### src/sv/itcla_pkg.sv
package itcla_pkg;

  typedef enum logic [1:0] {
    REQ_PIXEL = 2'd0,
    REQ_TONE  = 2'd1,
    REQ_GAIN  = 2'd2,
    REQ_NONE  = 2'd3
  } req_t;

  localparam int unsigned CHROMA_W    = 16;
  localparam int unsigned GAIN_W      = 22;
  localparam int unsigned MAG_W       = 32;
  localparam int unsigned ROOT_W      = 16;
  localparam int unsigned SQRT_STEPS  = 16;
  localparam logic [7:0]  ADDR_ENABLE = 8'h00;

  // One restoring step of the integer square root, two radicand bits per step.
  typedef struct packed {
    logic        vld;
    logic [31:0] rem;
    logic [31:0] rad;
    logic [ROOT_W-1:0] root;
  } sq_stage_t;

endpackage

### src/sv/itcla_sqrt.sv
module itcla_sqrt
  import itcla_pkg::*;
(
  input  logic              clk,
  input  logic              rst_n,
  input  logic              en,
  input  logic              in_vld,
  input  logic [MAG_W-1:0]  in_mag,
  output logic              out_vld,
  output logic [ROOT_W-1:0] out_root
);

  sq_stage_t stg_r [SQRT_STEPS+1];
  sq_stage_t stg_nxt [SQRT_STEPS+1];

  always_comb begin
    logic [33:0] trial;
    logic [31:0] rem2;
    stg_nxt[0].vld  = in_vld;
    stg_nxt[0].rem  = '0;
    stg_nxt[0].rad  = in_mag;
    stg_nxt[0].root = '0;
    for (int k = 1; k <= SQRT_STEPS; k++) begin
      rem2 = {stg_r[k-1].rem[29:0], stg_r[k-1].rad[31:30]};
      trial = {2'b00, rem2} - {16'd0, stg_r[k-1].root, 2'b01};
      stg_nxt[k].vld = stg_r[k-1].vld;
      stg_nxt[k].rad = {stg_r[k-1].rad[29:0], 2'b00};
      if (!trial[33]) begin
        stg_nxt[k].rem  = trial[31:0];
        stg_nxt[k].root = {stg_r[k-1].root[ROOT_W-2:0], 1'b1};
      end else begin
        stg_nxt[k].rem  = rem2;
        stg_nxt[k].root = {stg_r[k-1].root[ROOT_W-2:0], 1'b0};
      end
    end
  end

  always_ff @(posedge clk) begin
    for (int k = 0; k <= SQRT_STEPS; k++) begin
      if (!rst_n) begin
        stg_r[k].vld <= 1'b0;
      end else if (en) begin
        stg_r[k].vld <= stg_nxt[k].vld;
      end
      if (en) begin
        stg_r[k].rem  <= stg_nxt[k].rem;
        stg_r[k].rad  <= stg_nxt[k].rad;
        stg_r[k].root <= stg_nxt[k].root;
      end
    end
  end

  assign out_vld  = stg_r[SQRT_STEPS].vld;
  assign out_root = stg_r[SQRT_STEPS].root;

endmodule

### config.mk
export PLATFORM = sky130hd
export DESIGN_NAME = itcla_sqrt
export DESIGN_NICKNAME = d
export VERILOG_FILES = /design/src/sv/itcla_pkg.sv /design/src/sv/itcla_sqrt.sv
export SDC_FILE = /design/constraint.sdc
export NUM_CORES = 1
export LEC_CHECK = 0
export ABC_AREA = 1
export ABC_CLOCK_PERIOD_IN_PS = 2800
export BUFFER_PORTS_ARGS = -buffer_cell sky130_fd_sc_hd__buf_4
export CAP_MARGIN = 5
export CORE_UTILIZATION = 50
export CTS_BUF_LIST = sky130_fd_sc_hd__clkbuf_4
export CTS_CLUSTER_SIZE = 28
export DETAILED_ROUTE_END_ITERATION = 7
export HOLD_SLACK_MARGIN = 0.15
export PLACE_DENSITY_LB_ADDON = 0.05
export SYNTH_ARGS = -nofsm -noshare
export SYNTH_HDL_FRONTEND = slang
export SYNTH_SLANG_ARGS = --single-unit
### constraint.sdc
create_clock -name clk -period 2.8 [get_ports clk]
set_clock_uncertainty 0.1 [all_clocks]
set_input_delay 0.42 -clock clk [delete_from_list [all_inputs] [get_ports clk]]
set_output_delay 0.42 -clock clk [all_outputs]
set_load 0.03 [all_outputs]
# After elaboration in Yosys (flattened, before gate mapping)
# Memory sizes are Yosys's and may differ from the RTL's.
# Cells that the tools add are included.
# op_classes
add_sub_neg,16
mux,54
n_bitwise,17
# op_table
op,count
32-bit by 18-bit subtractor with 33-bit output,16
32-bit 2-to-1 mux,16
1-bit 2-to-1 mux,38
1-bit bitwise OR,17
# word_totals
reg_bits,0
ramBits,1377
input_bits,36
out_inout_bits,17
elab_cells,88
n_memories,1
# mem_list
name,words,word_bits,rd,rd_ports_with_merged_regs,write_ports,line,rtl
stg_r,17,81,17,0,17,itcla_sqrt.sv:13,sq_stage_t stg_r [SQRT_STEPS+1];

# Depth between registers and ports, before layout
# logic_depth
ltp_word,4
mapped_depth,14
depth_no_buf,14

# Worst setup path before layout
# No wires, ideal clock.
# synth_timing
kind,reg-to-reg
startpoint,memory stg_r[14][56] (netlist name)
endpoint,memory stg_r[15][53] (netlist name) (data pin)
arrival_ps,1663
required_ps,2443
setup_slack_ps,779
path_stages_with_launch,11
path_buffers,1
synth_period_minus_slack_ps,2021
path_cell_list,edfxtp_1 > ha_1 > nand2_1 > inv_1 > a21oi_1 > nor2_1 > nor2_2 > nand3_4 > inv_4 > buf_8 > o21ai_2
# synth_lines
item,line
"start, declared",itcla_sqrt.sv:13

==> results.toml <==
[routing]
routedWlPerCell_um = 16.9
vias_per_cell = 5.14
first_pass_iters = 8
totalWireLength_mm = 110
initialDrtViolationCount = 2518
vias = 33400
drc = 0
drtAntennaViolNets = 0

[timing]
tns_ns = 0
clock.fmax_mhz = 388
slew_violations = 0
setup_ws_ns = 0.222
worstMarginPinSlew_ns = 0.939
slew_headroom = 0.372
setup_viol = 0
rsz0062_at_grt = "no"
min_period_ns = 2.58
period_share = 0.921
finalHoldViolCount = 0

[synthesis]
syn_area_um2 = 44600
synthesis.instances = 4857
synth_top_area_share = 0.561
async_reset_ff_frac = 0
avgSynthCellArea_um2 = 9.17
ys_seq_elements = 834
ys_types = 57
yosysSeqAreaShare = 0.562
synth-edff-count = 833
yosysWarnings = 0
synth_fp_nets = 5031
yosysTopAreaCell = "edfxtp_1"
synth_flop_cell = "edfxtp_1"
yosys-top-cells-area = "edfxtp_1 56%, nand2_1 11%, inv_1 6.5%"

[global_routing]
use_met2 = 0.407
grt_pass1_wl_mm = 172
grt_max_degree = 97
antenna_found_initial = 2
grt_overflow = 0
grtUsageTotal = 0.246
use_met1 = 0.327
grt_util_met3 = 0.0434
busiest_layer = "met2"
grt_pass1_vias = 32100

[cells_and_area]
fin_util = 0.564
drive_gt1_frac = 0.110
finalNetCount = 5375
area_delta_synth_final_pct = 11.9
largest_reg_flops = 834
finalNonFillerCells = 6510
top_register = "stg_r"
fillers = 8110
largestRegisters = "stg_r: 834 flops"

[clock_tree]
ctsRootBufferMaster = "clkbuf_4"
post_cts_buffers = 0
cts_tree = "built"
cts_buffer_depth = 3
ctsHtreeMaxLevel = 4
cts.clk_slew.worst_paths_ns = 0.06
clock-sinks = 834
numCtsBuffers = 216
insertion_delay_ns = 1.11

[floorplanning]
dieWidth_um = 301
fp.coreArea_um2 = 88400
dieHeight_um = 301
rows = 109
start_util = 0.504
num_io_pins = 53
fp.dieArea_um2 = 90300

[worst_setup_path]
r2r-start = "stg_r[8][3]"
cp_max_fo = 31
r2r_slack_ns = 0.22
path_class = "reg2reg"
critPathLaunchType = "flop"
crit_arrival_ns = 3.23
worstRegToRegCells = 10
crit_path_end_kind = "flop"
required_ns = 3.45
r2r_end = "stg_r[9][66]"

[hold_path]
hold_class = "reg2reg"
holdPathEnd = "stg_r[11][46]"
hold_path_depth = 0
min-delay-start = "stg_r[10][44]"

[placement]
dp_slack_ns = 0.206
hpwlAfterDp_mm = 83.6
dpl.cell_count = 6074
gp_congestion = 0.958
io_buffers = 52

[pwr]
power_density_nw_per_um2 = 624
p_leak_uw = 0.0213
total_power_uw = 31100
peakVddDrop_mv = 0.383

[flow_run]
maxCapViolCount = 0

[outcome]
status = "finished, final reports clean"
## cells in the final DEF (no fill, tap or decap), drive strengths merged, types with 3 or more instances in the layout
master | netlist | routed
edfxtp | 833 | 833
or2 | 20 | 20
a31oi | 3 | 3
o21bai | 10 | 10
inv | 784 | 790
clkbuf | 5 | 299
nor4 | 11 | 11
buf | 35 | 92
nand3 | 336 | 336
clkinv | 2 | 51
nand3b | 26 | 26
nor3 | 90 | 90
and3 | 4 | 4
bufinv | 0 | 3
a21oi | 214 | 214
ha | 138 | 138
nand2 | 1332 | 1332
xor2 | 72 | 72
and2 | 5 | 5
o211ai | 3 | 3
nor2 | 536 | 536
nand4 | 108 | 108
dlygate4sd3 | 0 | 74
xnor2 | 81 | 81
nor3b | 4 | 4
o21ai | 193 | 193
clkinvlp | 0 | 3
## where the power goes
part / switching, uW / total, uW / internal [uW]
combinational: 3340 / 5020 / 1680
sequential: 763 / 15900 / 15100
clock: 4980 / 10200 / 5220
total: 9080 / 31100 / 22000
## kinds of logic after synthesis
logic type                 synth area share
AOI/OAI and AO/OA                    0.0548
xor gates and xnor gates             0.0301
adders and majority gates            0.0388
buffers and inverters                0.0753
DFF                                   0.562
other                             0.0000842
and+or+nand+nor                       0.239
## synth_stat cells, drive strengths merged (3+ instances only)
master and count:
nor3 90, xnor2 81, and2 5, o21ai 193, nand2 1332, nand3b 26, nor2 536, and3 4
nand3 336, buf 35, edfxtp 833, a31oi 3, or2 20, inv 784, ha 138, clkbuf 5
nor3b 4, o21bai 10, a21oi 214, nor4 11, o211ai 3, xor2 72, nand4 108
## through the flow
stage               hold slack (ns)  instance area [um^2]
global placement              0.301                 46500
floorplan                     0.300                 44600
detailed placement            0.305                 46500
global route                  0.291                 49900
finish                        0.285                 49900
CTS                           0.279                 49900
## repair_timing
action                                 CTS  global route
setup endpoints to repair                0             5
hold buffers                            74             0
endpoints found under the hold margin  882             0
gates resized for setup                  0             2
## routing by layer
metal | up-vias | wire [um]
met3 | 173 | 5950
met2 | 913 | 52200
met4 | 0 | 2710
li1 | 16900 | -
met5 | - | 0
met1 | 15400 | 49100
## critical path, cell delays in order, from the launching register on
cell and delay [ns]:
edfxtp_1 0.39, inv_1 0.07, ha_1 0.35, a21oi_1 0.26
nor2_1 0.06, nor2_1 0.09, nand2_1 0.14, nand2_2 0.15
nand3_4 0.14, inv_4 0.31, a21oi_1 0.16
## area by class of cell
type | count | area (um^2) | area share
antenna | 2 | 5.00 | 0.000100
clock buffer | 299 | 2240 | 0.0450
tap | 1165 | 1460 | 0.0292
clock inverter | 61 | 413 | 0.00828
inverter | 786 | 2970 | 0.0596
timing repair buffer | 166 | 1580 | 0.0316
sequential | 834 | 25000 | 0.502
multi-input combinational | 3197 | 16200 | 0.324
## how the worst max path moves through the flow
stage / start / slack (ns) / to
2_1_floorplan: stg_r[14][56] / 0.78 / stg_r[15][53]
3_3_place_gp: stg_r[11][49] / 0.21 / stg_r[12][68]
3_5_place_dp: stg_r[11][49] / 0.21 / stg_r[12][68]
4_1_cts: stg_r[11][46] / 0.20 / stg_r[12][68]
5_1_grt: stg_r[13][57] / 0.02 / stg_r[14][77]
6_report: stg_r[8][3] / 0.22 / stg_r[9][66]
(Power assumes the default switching activity.)
